$ cat src/design/romaji_to_kana_converter_top_macros.svh
// Assertion helpers shared by the converter RTL.
`ifndef ROMAJI_TO_KANA_CONVERTER_TOP_MACROS_SVH
`define ROMAJI_TO_KANA_CONVERTER_TOP_MACROS_SVH

// Condition that holds at every clock edge out of reset.
`define RKC_ASSERT_ALWAYS(lbl, cond, msg) \
    lbl: assert property (@(posedge aclk) disable iff (!aresetn) (cond)) else $error(msg);

// Antecedent at one edge implies consequent at the next edge.
`define RKC_ASSERT_NEXT(lbl, ante, cons, msg) \
    lbl: assert property (@(posedge aclk) disable iff (!aresetn) (ante) |=> (cons)) \
        else $error(msg);

`endif

$ cat src/design/rkc_pkg.sv
package rkc_pkg;

    // Edit commands carried with each result item
    typedef enum logic [2:0] {
        CMD_INSERT  = 3'd0,
        CMD_DELETE  = 3'd1,
        CMD_NEWLINE = 3'd2,
        CMD_LEFT    = 3'd3,
        CMD_RIGHT   = 3'd4,
        CMD_UP      = 3'd5,
        CMD_DOWN    = 3'd6
    } cmd_t;

    // Input modes
    localparam logic [1:0] MODE_DIRECT = 2'd0;
    localparam logic [1:0] MODE_HIRA   = 2'd1;
    localparam logic [1:0] MODE_KATA   = 2'd2;

    // Keyboard usage codes
    localparam logic [7:0] KEY_BACKSPACE = 8'h2A;
    localparam logic [7:0] KEY_LEFT      = 8'h50;
    localparam logic [7:0] KEY_RIGHT     = 8'h4F;
    localparam logic [7:0] KEY_UP        = 8'h52;
    localparam logic [7:0] KEY_DOWN      = 8'h51;

    // Characters with a special role
    localparam logic [7:0] CHAR_CR = 8'h0D;
    localparam logic [7:0] CHAR_A  = 8'h61;
    localparam logic [7:0] CHAR_I  = 8'h69;
    localparam logic [7:0] CHAR_U  = 8'h75;
    localparam logic [7:0] CHAR_E  = 8'h65;
    localparam logic [7:0] CHAR_O  = 8'h6F;
    localparam logic [7:0] CHAR_J  = 8'h6A;
    localparam logic [7:0] CHAR_L  = 8'h6C;
    localparam logic [7:0] CHAR_Q  = 8'h71;
    localparam logic [7:0] CHAR_N  = 8'h6E;
    localparam logic [7:0] CHAR_Y  = 8'h79;
    localparam logic [7:0] CHAR_UC_A = 8'h41;
    localparam logic [7:0] CHAR_UC_Z = 8'h5A;
    localparam logic [7:0] CASE_OFFSET = 8'h20;

    // Special rows and columns of the kana table
    localparam logic [4:0] ROW_PLAIN   = 5'd0;
    localparam logic [4:0] ROW_SMALL_Y = 5'd15;
    localparam logic [4:0] ROW_SPECIAL = 5'd16;
    localparam logic [4:0] ROW_SMALL   = 5'd17;
    localparam logic [2:0] COL_A       = 3'd0;
    localparam logic [2:0] COL_I       = 3'd1;
    localparam logic [2:0] COL_U       = 3'd2;
    localparam logic [2:0] COL_E       = 3'd3;
    localparam logic [2:0] COL_O       = 3'd4;
    localparam logic [2:0] COL_TSU     = 3'd0;
    localparam logic [2:0] COL_N       = 3'd1;
    localparam int unsigned ROW_LEN    = 5;
    localparam int unsigned KATA_BASE  = 90;
    localparam int unsigned ROM_DEPTH  = 180;

    // Result queue geometry
    localparam int unsigned FIFO_DEPTH = 4;
    localparam int unsigned FIFO_AW    = 2;

    typedef struct packed {
        cmd_t        command;
        logic [15:0] code_point;
        logic [1:0]  input_mode;
        logic        last;
    } res_t;

    // Hiragana rows 0..17, then katakana rows 0..17, five vowels per row
    localparam logic [15:0] KANA_ROM [0:ROM_DEPTH-1] = '{
        16'h3042,16'h3044,16'h3046,16'h3048,16'h304A,16'h304B,16'h304D,16'h304F,16'h3051,16'h3053,
        16'h3055,16'h3057,16'h3059,16'h305B,16'h305D,16'h305F,16'h3061,16'h3064,16'h3066,16'h3068,
        16'h306A,16'h306B,16'h306C,16'h306D,16'h306E,16'h306F,16'h3072,16'h3075,16'h3078,16'h307B,
        16'h307E,16'h307F,16'h3080,16'h3081,16'h3082,16'h3084,16'h3044,16'h3086,16'h3048,16'h3088,
        16'h3089,16'h308A,16'h308B,16'h308C,16'h308D,16'h308F,16'h3044,16'h3046,16'h3048,16'h3092,
        16'h304C,16'h304E,16'h3050,16'h3052,16'h3054,16'h3056,16'h3058,16'h305A,16'h305C,16'h305E,
        16'h3060,16'h3062,16'h3065,16'h3067,16'h3069,16'h3070,16'h3073,16'h3076,16'h3079,16'h307C,
        16'h3071,16'h3074,16'h3077,16'h307A,16'h307D,16'h3083,16'h3043,16'h3085,16'h3047,16'h3087,
        16'h3063,16'h3093,16'h002D,16'h002D,16'h002D,16'h3041,16'h3043,16'h3045,16'h3047,16'h3049,
        16'h30A2,16'h30A4,16'h30A6,16'h30A8,16'h30AA,16'h30AB,16'h30AD,16'h30AF,16'h30B1,16'h30B3,
        16'h30B5,16'h30B7,16'h30B9,16'h30BB,16'h30BD,16'h30BF,16'h30C1,16'h30C4,16'h30C6,16'h30C8,
        16'h30CA,16'h30CB,16'h30CC,16'h30CD,16'h30CE,16'h30CF,16'h30D2,16'h30D5,16'h30D8,16'h30DB,
        16'h30DE,16'h30DF,16'h30E0,16'h30E1,16'h30E2,16'h30E4,16'h30A4,16'h30E6,16'h30A8,16'h30E8,
        16'h30E9,16'h30EA,16'h30EB,16'h30EC,16'h30ED,16'h30EF,16'h30A4,16'h30A6,16'h30A8,16'h30F2,
        16'h30AC,16'h30AE,16'h30B0,16'h30B2,16'h30B4,16'h30B6,16'h30B8,16'h30BA,16'h30BC,16'h30BE,
        16'h30C0,16'h30C2,16'h30C5,16'h30C7,16'h30C9,16'h30D0,16'h30D3,16'h30D6,16'h30D9,16'h30DC,
        16'h30D1,16'h30D4,16'h30D7,16'h30DA,16'h30DD,16'h30E3,16'h30A3,16'h30E5,16'h30A7,16'h30E7,
        16'h30C3,16'h30F3,16'h002D,16'h002D,16'h002D,16'h30A1,16'h30A3,16'h30A5,16'h30A7,16'h30A9
    };

    // Kana table row of a supported consonant letter, zero for any other character
    function automatic logic [4:0] consonant_row(input logic [7:0] c);
        logic [4:0] row;
        case (c)
            8'h6B:   row = 5'd1;   // k
            8'h73:   row = 5'd2;   // s
            8'h74:   row = 5'd3;   // t
            8'h6E:   row = 5'd4;   // n
            8'h68:   row = 5'd5;   // h
            8'h6D:   row = 5'd6;   // m
            8'h79:   row = 5'd7;   // y
            8'h72:   row = 5'd8;   // r
            8'h77:   row = 5'd9;   // w
            8'h67:   row = 5'd10;  // g
            8'h7A:   row = 5'd11;  // z
            8'h64:   row = 5'd12;  // d
            8'h62:   row = 5'd13;  // b
            8'h70:   row = 5'd14;  // p
            8'h78:   row = ROW_SMALL;  // x
            default: row = ROW_PLAIN;
        endcase
        return row;
    endfunction

    // Table lookup; katakana half sits after the hiragana half
    function automatic logic [15:0] kana_lookup(input logic [4:0] row,
                                                input logic [2:0] col,
                                                input logic       kata);
        logic [7:0] idx;
        idx = 8'(row) * 8'(ROW_LEN) + 8'(col);
        if (kata) begin
            idx = idx + 8'(KATA_BASE);
        end
        return KANA_ROM[idx];
    endfunction

endpackage

$ cat src/design/romaji_to_kana_converter_top.sv
// Romaji-to-kana keystroke converter. One keystroke item (usage code and
// character in s_axis_tdata, ctrl flag in s_axis_tuser) is taken per cycle
// while s_axis_tready is high and turned in that same cycle into zero, one
// or two edit-command items, which are written to a four-entry result queue
// and are registered there before they appear on m_axis. Results leave one
// per cycle while m_axis_tready is high, so a key that yields two results
// is sent as two items. s_axis_tready is high while the queue has room for
// two results. Mode and pending consonant state update at the accepting edge;
// m_axis_tlast marks the last result of a key.
`include "romaji_to_kana_converter_top_macros.svh"

module romaji_to_kana_converter_top (
    input  logic        aclk,
    input  logic        aresetn,
    input  logic        s_axis_tvalid,
    output logic        s_axis_tready,
    input  logic [15:0] s_axis_tdata,   // [7:0] key_code, [15:8] char_code
    input  logic        s_axis_tuser,   // [0] ctrl
    output logic        m_axis_tvalid,
    input  logic        m_axis_tready,
    output logic [23:0] m_axis_tdata,   // [2:0] command, [18:3] code_point,
                                        // [20:19] input_mode, [23:21] zero
    output logic        m_axis_tlast
);

    // Converter state
    logic [1:0] mode_reg,  mode_next;
    logic [7:0] cons_reg,  cons_next;
    logic       pal_reg,   pal_next;

    // Result queue
    rkc_pkg::res_t                fifo_reg [0:rkc_pkg::FIFO_DEPTH-1];
    logic [rkc_pkg::FIFO_AW-1:0]  wr_ptr_reg, wr_ptr_next;
    logic [rkc_pkg::FIFO_AW-1:0]  rd_ptr_reg, rd_ptr_next;
    logic [rkc_pkg::FIFO_AW:0]    count_reg,  count_next;

    logic [7:0]      key_code;
    logic [7:0]      char_code;
    logic            ctrl;
    logic [7:0]      ch_fold;
    logic [4:0]      fold_row;
    logic [4:0]      pend_row;
    logic            is_vowel;
    logic [2:0]      vowel_col;
    logic            kata;
    logic [1:0]      n_emit;
    rkc_pkg::cmd_t   e0_cmd;
    logic [15:0]     e0_cp;
    logic [15:0]     e1_cp;
    logic            s_accept;
    logic            m_pop;
    logic [1:0]      n_push;
    rkc_pkg::res_t   head;

    assign key_code  = s_axis_tdata[7:0];
    assign char_code = s_axis_tdata[15:8];
    assign ctrl      = s_axis_tuser;
    assign kata      = (mode_reg == rkc_pkg::MODE_KATA);
    assign pend_row  = rkc_pkg::consonant_row(cons_reg);
    assign fold_row  = rkc_pkg::consonant_row(ch_fold);

    // Uppercase folding
    always_comb begin
        if (char_code >= rkc_pkg::CHAR_UC_A && char_code <= rkc_pkg::CHAR_UC_Z) begin
            ch_fold = char_code + rkc_pkg::CASE_OFFSET;
        end else begin
            ch_fold = char_code;
        end
    end

    // Vowel decode
    always_comb begin
        is_vowel  = 1'b1;
        vowel_col = rkc_pkg::COL_A;
        case (ch_fold)
            rkc_pkg::CHAR_A: vowel_col = rkc_pkg::COL_A;
            rkc_pkg::CHAR_I: vowel_col = rkc_pkg::COL_I;
            rkc_pkg::CHAR_U: vowel_col = rkc_pkg::COL_U;
            rkc_pkg::CHAR_E: vowel_col = rkc_pkg::COL_E;
            rkc_pkg::CHAR_O: vowel_col = rkc_pkg::COL_O;
            default:         is_vowel  = 1'b0;
        endcase
    end

    // Keystroke decode: next state and up to two results
    always_comb begin
        mode_next = mode_reg;
        cons_next = cons_reg;
        pal_next  = pal_reg;
        n_emit    = 2'd0;
        e0_cmd    = rkc_pkg::CMD_INSERT;
        e0_cp     = 16'h0000;
        e1_cp     = 16'h0000;
        case (key_code)
            rkc_pkg::KEY_BACKSPACE: begin
                // pending palatal, then pending consonant, go first
                if (pal_reg) begin
                    pal_next = 1'b0;
                end else if (cons_reg != 8'h00) begin
                    cons_next = 8'h00;
                end else begin
                    n_emit = 2'd1;
                    e0_cmd = rkc_pkg::CMD_DELETE;
                end
            end
            rkc_pkg::KEY_LEFT: begin
                n_emit = 2'd1;
                e0_cmd = rkc_pkg::CMD_LEFT;
            end
            rkc_pkg::KEY_RIGHT: begin
                n_emit = 2'd1;
                e0_cmd = rkc_pkg::CMD_RIGHT;
            end
            rkc_pkg::KEY_UP: begin
                n_emit = 2'd1;
                e0_cmd = rkc_pkg::CMD_UP;
            end
            rkc_pkg::KEY_DOWN: begin
                n_emit = 2'd1;
                e0_cmd = rkc_pkg::CMD_DOWN;
            end
            default: begin
                if (char_code == rkc_pkg::CHAR_CR) begin
                    n_emit = 2'd1;
                    e0_cmd = rkc_pkg::CMD_NEWLINE;
                end else if (ctrl) begin
                    if (char_code == rkc_pkg::CHAR_J) begin
                        mode_next = rkc_pkg::MODE_HIRA;
                    end
                end else if (mode_reg == rkc_pkg::MODE_DIRECT) begin
                    n_emit = 2'd1;
                    e0_cp  = {8'h00, char_code};
                end else if (is_vowel) begin
                    // vowel completes a kana; palatal gives the i-column kana plus a small-y row kana
                    cons_next = 8'h00;
                    pal_next  = 1'b0;
                    if (pal_reg) begin
                        n_emit = 2'd2;
                        e0_cp  = rkc_pkg::kana_lookup(pend_row, rkc_pkg::COL_I, kata);
                        e1_cp  = rkc_pkg::kana_lookup(rkc_pkg::ROW_SMALL_Y, vowel_col, kata);
                    end else begin
                        n_emit = 2'd1;
                        e0_cp  = rkc_pkg::kana_lookup(pend_row, vowel_col, kata);
                    end
                end else if (ch_fold == rkc_pkg::CHAR_L) begin
                    mode_next = rkc_pkg::MODE_DIRECT;
                end else if (ch_fold == rkc_pkg::CHAR_Q) begin
                    mode_next = rkc_pkg::MODE_KATA;
                end else if (fold_row != rkc_pkg::ROW_PLAIN) begin
                    if (cons_reg == ch_fold) begin
                        // doubled consonant: n kana for nn, else small tsu
                        n_emit = 2'd1;
                        if (ch_fold == rkc_pkg::CHAR_N) begin
                            e0_cp     = rkc_pkg::kana_lookup(rkc_pkg::ROW_SPECIAL,
                                                             rkc_pkg::COL_N, kata);
                            cons_next = 8'h00;
                            pal_next  = 1'b0;
                        end else begin
                            e0_cp = rkc_pkg::kana_lookup(rkc_pkg::ROW_SPECIAL,
                                                         rkc_pkg::COL_TSU, kata);
                        end
                    end else if (ch_fold == rkc_pkg::CHAR_Y && cons_reg != 8'h00) begin
                        pal_next = 1'b1;
                    end else begin
                        // new consonant; a pending n is flushed as the n kana
                        if (cons_reg == rkc_pkg::CHAR_N) begin
                            n_emit = 2'd1;
                            e0_cp  = rkc_pkg::kana_lookup(rkc_pkg::ROW_SPECIAL,
                                                          rkc_pkg::COL_N, kata);
                        end
                        cons_next = ch_fold;
                    end
                end else begin
                    n_emit = 2'd1;
                    e0_cp  = {8'h00, ch_fold};
                end
            end
        endcase
    end

    // Handshakes and queue bookkeeping
    assign s_axis_tready = (count_reg <= (rkc_pkg::FIFO_AW + 1)'(rkc_pkg::FIFO_DEPTH - 2));
    assign s_accept      = s_axis_tvalid & s_axis_tready;
    assign m_axis_tvalid = (count_reg != '0);
    assign m_pop         = m_axis_tvalid & m_axis_tready;
    assign n_push        = s_accept ? n_emit : 2'd0;

    assign wr_ptr_next = wr_ptr_reg + rkc_pkg::FIFO_AW'(n_push);
    assign rd_ptr_next = rd_ptr_reg + rkc_pkg::FIFO_AW'(m_pop);
    assign count_next  = count_reg + (rkc_pkg::FIFO_AW + 1)'(n_push)
                                   - (rkc_pkg::FIFO_AW + 1)'(m_pop);

    // Control state
    always_ff @(posedge aclk) begin
        if (!aresetn) begin
            mode_reg   <= rkc_pkg::MODE_HIRA;
            cons_reg   <= 8'h00;
            pal_reg    <= 1'b0;
            wr_ptr_reg <= '0;
            rd_ptr_reg <= '0;
            count_reg  <= '0;
        end else begin
            if (s_accept) begin
                mode_reg <= mode_next;
                cons_reg <= cons_next;
                pal_reg  <= pal_next;
            end
            wr_ptr_reg <= wr_ptr_next;
            rd_ptr_reg <= rd_ptr_next;
            count_reg  <= count_next;
        end
    end

    // Queue storage
    always_ff @(posedge aclk) begin
        if (n_push != 2'd0) begin
            fifo_reg[wr_ptr_reg] <= '{command:    e0_cmd,
                                      code_point: e0_cp,
                                      input_mode: mode_next,
                                      last:       (n_push == 2'd1)};
        end
        if (n_push == 2'd2) begin
            fifo_reg[wr_ptr_reg + rkc_pkg::FIFO_AW'(1)] <= '{command:    rkc_pkg::CMD_INSERT,
                                                             code_point: e1_cp,
                                                             input_mode: mode_next,
                                                             last:       1'b1};
        end
    end

    // Output from the queue head
    assign head         = fifo_reg[rd_ptr_reg];
    assign m_axis_tdata = {3'b000, head.input_mode, head.code_point, head.command};
    assign m_axis_tlast = head.last;

    // Checks
    `RKC_ASSERT_ALWAYS(a_count_bound, count_reg <= (rkc_pkg::FIFO_AW + 1)'(rkc_pkg::FIFO_DEPTH), "result queue overflow")
    `RKC_ASSERT_ALWAYS(a_pal_needs_cons, !pal_reg || (cons_reg != 8'h00), "palatal pending without consonant")
    `RKC_ASSERT_ALWAYS(a_mode_legal, mode_reg != 2'd3, "unreachable input mode")
    `RKC_ASSERT_NEXT(a_drain_empty, m_pop && (count_reg == 3'd1) && !(s_accept && (n_emit != 2'd0)), !m_axis_tvalid, "queue not empty after last pop")

endmodule
$ cat config.mk
export PLATFORM = sky130hd
export DESIGN_NAME = romaji_to_kana_converter_top
export DESIGN_NICKNAME = d
export VERILOG_FILES = /design/src/design/rkc_pkg.sv /design/src/design/romaji_to_kana_converter_top.sv
export VERILOG_INCLUDE_DIRS = /design/src /design/src/design
export SDC_FILE = /design/constraint.sdc
export NUM_CORES = 1
export LEC_CHECK = 0
export ABC_CLOCK_PERIOD_IN_PS = 7500
export BUFFER_PORTS_ARGS = -buffer_cell sky130_fd_sc_hd__buf_2
export CAP_MARGIN = 15
export CORE_ASPECT_RATIO = 0.5
export CORE_UTILIZATION = 50
export CTS_CLUSTER_DIAMETER = 30
export DETAILED_ROUTE_END_ITERATION = 6
export PLACE_DENSITY = 0.67
export SLEW_MARGIN = 5
export SYNTH_ARGS = -nofsm -noshare
export SYNTH_HDL_FRONTEND = slang
export SYNTH_SLANG_ARGS = --single-unit
$ cat constraint.sdc
create_clock -name aclk -period 7.5 [get_ports aclk]
set_clock_uncertainty 0.15 [all_clocks]
set_input_delay 0.75 -clock aclk [delete_from_list [all_inputs] [get_ports aclk]]
set_output_delay 0.75 -clock aclk [all_outputs]
set_load 0.01 [all_outputs]
==> impl_metrics.yaml, run 1 <==
critical_path:
  cp_data_required_time_ns: 7.43
  critPathMaxFanout: 18
  r2r_end: "fifo_reg[1][9]"
  criticalPathCategory: "in -> reg"
  endpoint: "fifo_reg[1][9]"
  r2r_slack_ns: 0.65
  start_kind: "primary input"
  arrival_ns: 6.95
  crit_start: "s_axis_tdata[10]"
  critical_path.endpoint_type: "flip-flop"
  worstReg2RegStart: "cons_reg[1]"
  reg2reg_depth: 23
timing:
  finalCriticalPeriod_ns: 7.022
  post-route-period-util: 0.9363
  tightest_slew_ns: 1.051
  hold_viol: 0
  whs_ns: 0.3182
  slew_headroom: 0.2982
  final_max_slew_viol_count: 0
  max_freq_mhz: 142.4
  finalSetupTns_ns: 0
  setup_viol: 0
  rsz0062_at_grt: "no"
global_route:
  track_usage: 0.3496
  grtUsageMet3: 0.07362
  antenna_found_initial: 0
  grt_busiest_layer: "met2"
  gr-usage-met1: 0.4874
  use_met2: 0.5503
  grt_pass1_wl_um: 59110
  first_global_vias: 10340
  grt_overflow_total: 0
  grt_max_degree: 38
logic_synthesis:
  syn_area_um2: 10380
  synthArstFlopShare: 0
  yosysTopAreaCell: "edfxtp_1"
  synth-edff-count: 44
  synth_top_area_share: 0.1272
  synthFlopType: "edfxtp_1"
  syn_avg_cell_area_um2: 7.460
  yosysUniqueCellTypes: 101
  synth_seq_area_share: 0.1928
  syn_inst: 1392
  ys_ff_latch: 78
  ys_top_cells_by_area: "edfxtp_1, dfxtp_1, ha_1"
  yosys_warnings: 0
cts:
  clkSinkCount: 78
  clock_latency_ns: 0.34
  clkTransAtPathRegs_ns: 0.06
  cts_tree: "done"
  max-clock-path-buffers: 2
  cts.htree.levels: 3
  root_buffer: "clkbuf_16"
  cts_inserted_buffers: 9
routing:
  drc: 0
  drt_iter0_drc: 1328
  wl_per_cell_um: 23.08
  dr_total_vias: 11490
  drt_wl_total_um: 37940
  via_per_inst: 6.987
  ant_nets: 0
  drtPass1Iterations: 5
outcome:
  outcome: "finished, final reports clean"
power:
  power_density_nw_per_um2: 122.1
  pwr-share-comb: 0.268
  power_frac_clock: 0.327
  switchingPower_mw: 0.4315
  internal-power_mw: 0.9170
  vdd_ir_drop_max_mv: 0.1132
  leakagePower_nw: 4.128
  power_frac_seq: 0.405
  p_sw_frac: 0.3200
die:
  die_h_um: 103.9
  die_area_um2: 21390
  coreArea_um2: 19910
  num_rows: 36
  io-pin-count: 48
  start_util: 0.5216
  fp.dieW_um: 205.8
run:
  cap_viol_max_count: 0
place:
  place_congestion: 1.012
  port_buffers: 38
  dp_hpwl_um: 27900
cells_and_area:
  antenna_cells: 0
  multi_input_area_um2: 7706
  fin_nets: 1450
  mostFrequentLayoutCells: "nor2_1, nand2_1, a21oi_1"
  seqCellArea_um2: 2002
  largest_reg_flops: 60
  n_fill_cell: 1855
  drive_above_1_share: 0.1176
  area_delta_synth_final_pct: 6.337
  layout_commonest_cell: "nor2_1"
worst_hold_path:
  hp-class: "reg -> reg"
## kinds of logic after synthesis
logic type,synth area share
AOI/OAI and AO/OA,0.3382
xor gates and xnor gates,0.04590
adders and majority gates,0.06964
buffers and inverters,0.07241
DFF,0.1928
muxes,0.04470
other,0.0003611
and+or+nand+nor,0.2360
## synthesized netlist by cell type, types with 15 or more instances
cell type and number:
a21oi_1 98, buf_2 37, ha_1 53, nor3_1 55
mux4_2 15, xor2_1 16, nand3_1 42, nor2_1 149
xnor2_1 24, a31oi_1 23, a211oi_1 36, clkbuf_1 46
buf_1 19, dfxtp_1 34, o21ai_0 82, o211ai_1 23
nand2_1 146, o22ai_1 23, nand2b_1 22, edfxtp_1 44
inv_1 45
## area by class of cell
type / instances / share of cell area
inverter: 52 / 0.01801
clock inverter: 6 / 0.006232
timing repair buffer: 80 / 0.04577
multi-input combinational: 1152 / 0.6978
clock buffer: 10 / 0.02073
tap: 266 / 0.03014
sequential: 78 / 0.1813
## what timing repair did
item	in CTS	in global routing
gates resized for setup	0	2
setup endpoints to repair	0	16
hold buffers	0	0
setup buffers	0	0
## worst max-delay path, stage by stage
cell and delay, ns:
buf_2 0.28, nor2_1 0.15, a2bb2oi_1 0.35, o21ai_0 0.25, nor2_1 0.26, nand2_1 0.24, clkinvlp_4 0.27, ha_1 0.25
inv_1 0.07, fa_1 0.69, inv_1 0.12, ha_1 0.41, nand3b_1 0.18, o21ai_2 0.19, inv_1 0.19, buf_4 0.24
ha_1 0.28, nor2_1 0.18, a21o_1 0.11, a211oi_1 0.06, a2111oi_0 0.63, o311a_1 0.39, o32ai_2 0.18, nand2_1 0.12
o21ai_0 0.09
## stage by stage
step	power, mW	worst slack, ns	cells	instance area, µm²	utilization
after floorplan	0.7971	1.042	1400	10420	-
after global placement	0.9022	0.3970	1628	10740	0.5393
after detailed placement	0.9135	0.2105	1628	10740	0.5393
after CTS	1.349	0.5415	1644	11030	0.5542
after global routing	1.412	0.05547	1644	11040	0.5547
final	1.348	0.4778	1644	11040	0.5547
## power groups by stage
stage | Combinational [mW] | Clock (mW) | Sequential [mW]
6_report | 0.361 | 0.442 | 0.546
5_1_grt | 0.395 | 0.462 | 0.555
4_1_cts | 0.358 | 0.444 | 0.547
3_5_place_dp | 0.358 | 0 | 0.556
3_3_place_gp | 0.348 | 0 | 0.555
2_1_floorplan | 0.276 | 0 | 0.521
## worst min-delay path by stage
stage	start	to	slack, ns	depth (start not counted)
after floorplan	fifo_reg[3][20]	fifo_reg[3][20]	0.28	2
after global placement	fifo_reg[3][20]	fifo_reg[3][20]	0.30	2
after detailed placement	fifo_reg[0][20]	fifo_reg[0][20]	0.31	2
after CTS	fifo_reg[0][20]	fifo_reg[0][20]	0.32	2
after global routing	fifo_reg[0][20]	fifo_reg[0][20]	0.34	2
final	fifo_reg[0][20]	fifo_reg[0][20]	0.32	2
## routing by layer
| layer | part of all wire | routed length [µm] | vias up |
|---|---|---|---|
| li1 | - | - | 5226 |
| met1 | 0.42 | 16040 | 5462 |
| met2 | 0.44 | 16850 | 723 |
| met3 | 0.11 | 4264 | 75 |
| met4 | 0.021 | 790 | 0 |
| met5 | 0 | 0 | - |
(Power assumes the default switching activity.)
==> run 2, diff against run 1 <==
--- a/config.mk
+++ b/config.mk
@@ -13,6 +13,7 @@
 export CORE_UTILIZATION = 50
 export CTS_CLUSTER_DIAMETER = 30
 export DETAILED_ROUTE_END_ITERATION = 6
+export MAX_ROUTING_LAYER = met4
 export PLACE_DENSITY = 0.67
 export SLEW_MARGIN = 5
 export SYNTH_ARGS = -nofsm -noshare
==> run 2 against run 1 <==
Net effect:
- worst hold slack got worse by 0.0074 ns
- final cell count grew 0.49%
- sequential share of layout area is 0.051 points lower
- first-iteration DRC count up 19%
- global-route usage increased by 2.1 points
- sequential cell count unchanged
- core utilization is 0.16 points higher
==> impl_metrics.yaml, run 2 (synthesis gave the netlist of run 1 again) <==
outcome:
  outcome: "finished, final reports clean"
routing:
  drt_iter0_drc: 1574
  dr_total_vias: 11730
  drc: 0
  drtPass1Iterations: 6
  wl_per_cell_um: 23.67
  top_layer_used: "met4"
  wl_met3_um: 4758
  ant_nets: 0
  wl_met1_um: 16010
  dr_wl_met2_um: 16950
  via_per_inst: 7.097
  drt_wl_total_um: 39110
cells_and_area:
  mostFrequentLayoutCells: "nor2_1, nand2_1, a21oi_1"
  multi_input_area_um2: 7704
  layout_commonest_cell: "nor2_1"
  drive_above_1_share: 0.1213
  seqCellArea_um2: 2002
  largest_reg_flops: 60
  fin_nets: 1457
  n_fill_cell: 1890
  area_delta_synth_final_pct: 6.639
global_route:
  track_usage: 0.3708
  grt_max_degree: 39
  grt_pass1_wl_um: 60730
  grt_overflow_total: 0
  first_global_vias: 10770
  antenna_found_initial: 1
die:
  num_rows: 36
  die_h_um: 103.9
  fp.dieW_um: 205.8
  coreArea_um2: 19910
  start_util: 0.5216
  die_area_um2: 21390
  io-pin-count: 48
critical_path:
  start_kind: "primary input"
  critical_path.endpoint_type: "flip-flop"
  criticalPathCategory: "in -> reg"
  reg2reg_depth: 22
  worstReg2RegStart: "cons_reg[1]"
  arrival_ns: 7.06
  critPathMaxFanout: 18
  cp_data_required_time_ns: 7.42
  r2r_end: "fifo_reg[0][9]"
  r2r_slack_ns: 0.58
worst_hold_path:
  worstHoldStart: "fifo_reg[0][20]"
  hp-class: "reg -> reg"
  hold_end: "fifo_reg[0][20]"
  holdPathStages: 2
cts:
  root_buffer: "clkbuf_16"
  cts_tree: "done"
  max-clock-path-buffers: 2
  cts-hold-fix-buffers: 0
  clock_latency_ns: 0.34
  cts_setup_buffers: 0
  cts.htree.levels: 3
  clkSinkCount: 78
  cts_resized: 0
  cts_inserted_buffers: 9
  clkTransAtPathRegs_ns: 0.07
power:
  p_sw_frac: 0.3333
  power_density_nw_per_um2: 120.1
  internal-power_mw: 0.8865
  finalPower_mw: 1.330
  power_frac_seq: 0.412
  vdd_ir_drop_max_mv: 0.1326
  switchingPower_mw: 0.4431
  power_frac_clock: 0.312
  leakagePower_nw: 4.160
  pwr-share-comb: 0.276
timing:
  hold_viol: 0
  slew_headroom: 0.3060
  finalSetupTns_ns: 0
  post-route-period-util: 0.9525
  setup_viol: 0
  max_freq_mhz: 140.0
  finalCriticalPeriod_ns: 7.143
  rsz0062_at_grt: "no"
  final_max_slew_viol_count: 0
  tightest_slew_ns: 1.040
place:
  dp_hpwl_um: 28900
  port_buffers: 38
  place_congestion: 1.069
run:
  cap_viol_max_count: 0
-- run 2: changes by cell type in the layout (fill, tap and decap cells not counted), sizes merged --
| cell | delta |
|---|---|
| buf | +7 |
| diode | +1 |
| clkbuf | -1 |
| inv | +2 |
| bufinv | -1 |
-- run 2: through the flow --
step	setup WS (ns)	instances	utilization	hold WS (ns)	area, µm²
2_1_floorplan	1.042	1400	-	0.2832	10420
3_3_place_gp	0.3505	1635	0.5419	0.2972	10790
3_5_place_dp	0.1356	1635	0.5419	0.3033	10790
4_1_cts	0.4753	1651	0.5560	0.3114	11070
5_1_grt	0.02247	1652	0.5562	0.3330	11070
6_report	0.3566	1652	0.5562	0.3108	11070
-- run 2: worst max-delay path: stages --
cell	delay (ns)
buf_2	0.27
nor2_1	0.13
a2bb2oi_1	0.35
o21ai_0	0.26
nor2_1	0.24
nand2_1	0.20
inv_1	0.36
ha_1	0.30
inv_1	0.07
fa_1	0.69
inv_1	0.13
ha_1	0.31
nor3b_1	0.34
o211ai_1	0.18
o211a_1	0.36
buf_4	0.27
nor2_1	0.19
a21oi_1	0.10
o21bai_1	0.18
a2111oi_1	0.57
o311a_1	0.37
o32ai_2	0.19
nand2_1	0.08
o21ai_0	0.13
-- run 2: power by group through the flow --
stage / clock network, mW / logic, mW / registers, mW
6_report: 0.415 / 0.367 / 0.548
3_5_place_dp: 0 / 0.363 / 0.559
5_1_grt: 0.431 / 0.401 / 0.558
3_3_place_gp: 0 / 0.350 / 0.555
2_1_floorplan: 0 / 0.276 / 0.521
4_1_cts: 0.416 / 0.364 / 0.550
-- run 2: how the worst max path moves through the flow --
| stage | from | endpoint | slack [ns] | depth (start not counted) |
|---|---|---|---|---|
| floorplan | s_axis_tdata[9] | fifo_reg[1][9] | 1.04 | 28 |
| global placement | s_axis_tdata[10] | fifo_reg[0][9] | 0.35 | 24 |
| detailed placement | s_axis_tdata[10] | fifo_reg[0][9] | 0.14 | 24 |
| CTS | s_axis_tdata[10] | fifo_reg[0][9] | 0.48 | 24 |
| global route | s_axis_tdata[10] | fifo_reg[0][9] | 0.02 | 24 |
| finish | s_axis_tdata[10] | fifo_reg[0][9] | 0.36 | 24 |
-- run 2: metal layers --
layer	vias up	GRT usage
met2	816	0.5428
met3	125	0.07049
met1	5528	0.4983
met5	-	-
li1	5256	-
met4	0	0.1549
-- run 2: final cells by class --
type,count,area share
sequential,78,0.1808
antenna,1,0.0002260
clock inverter,7,0.004971
inverter,52,0.01763
clock buffer,9,0.02034
multi-input combinational,1152,0.6956
timing repair buffer,87,0.05039
tap,266,0.03005
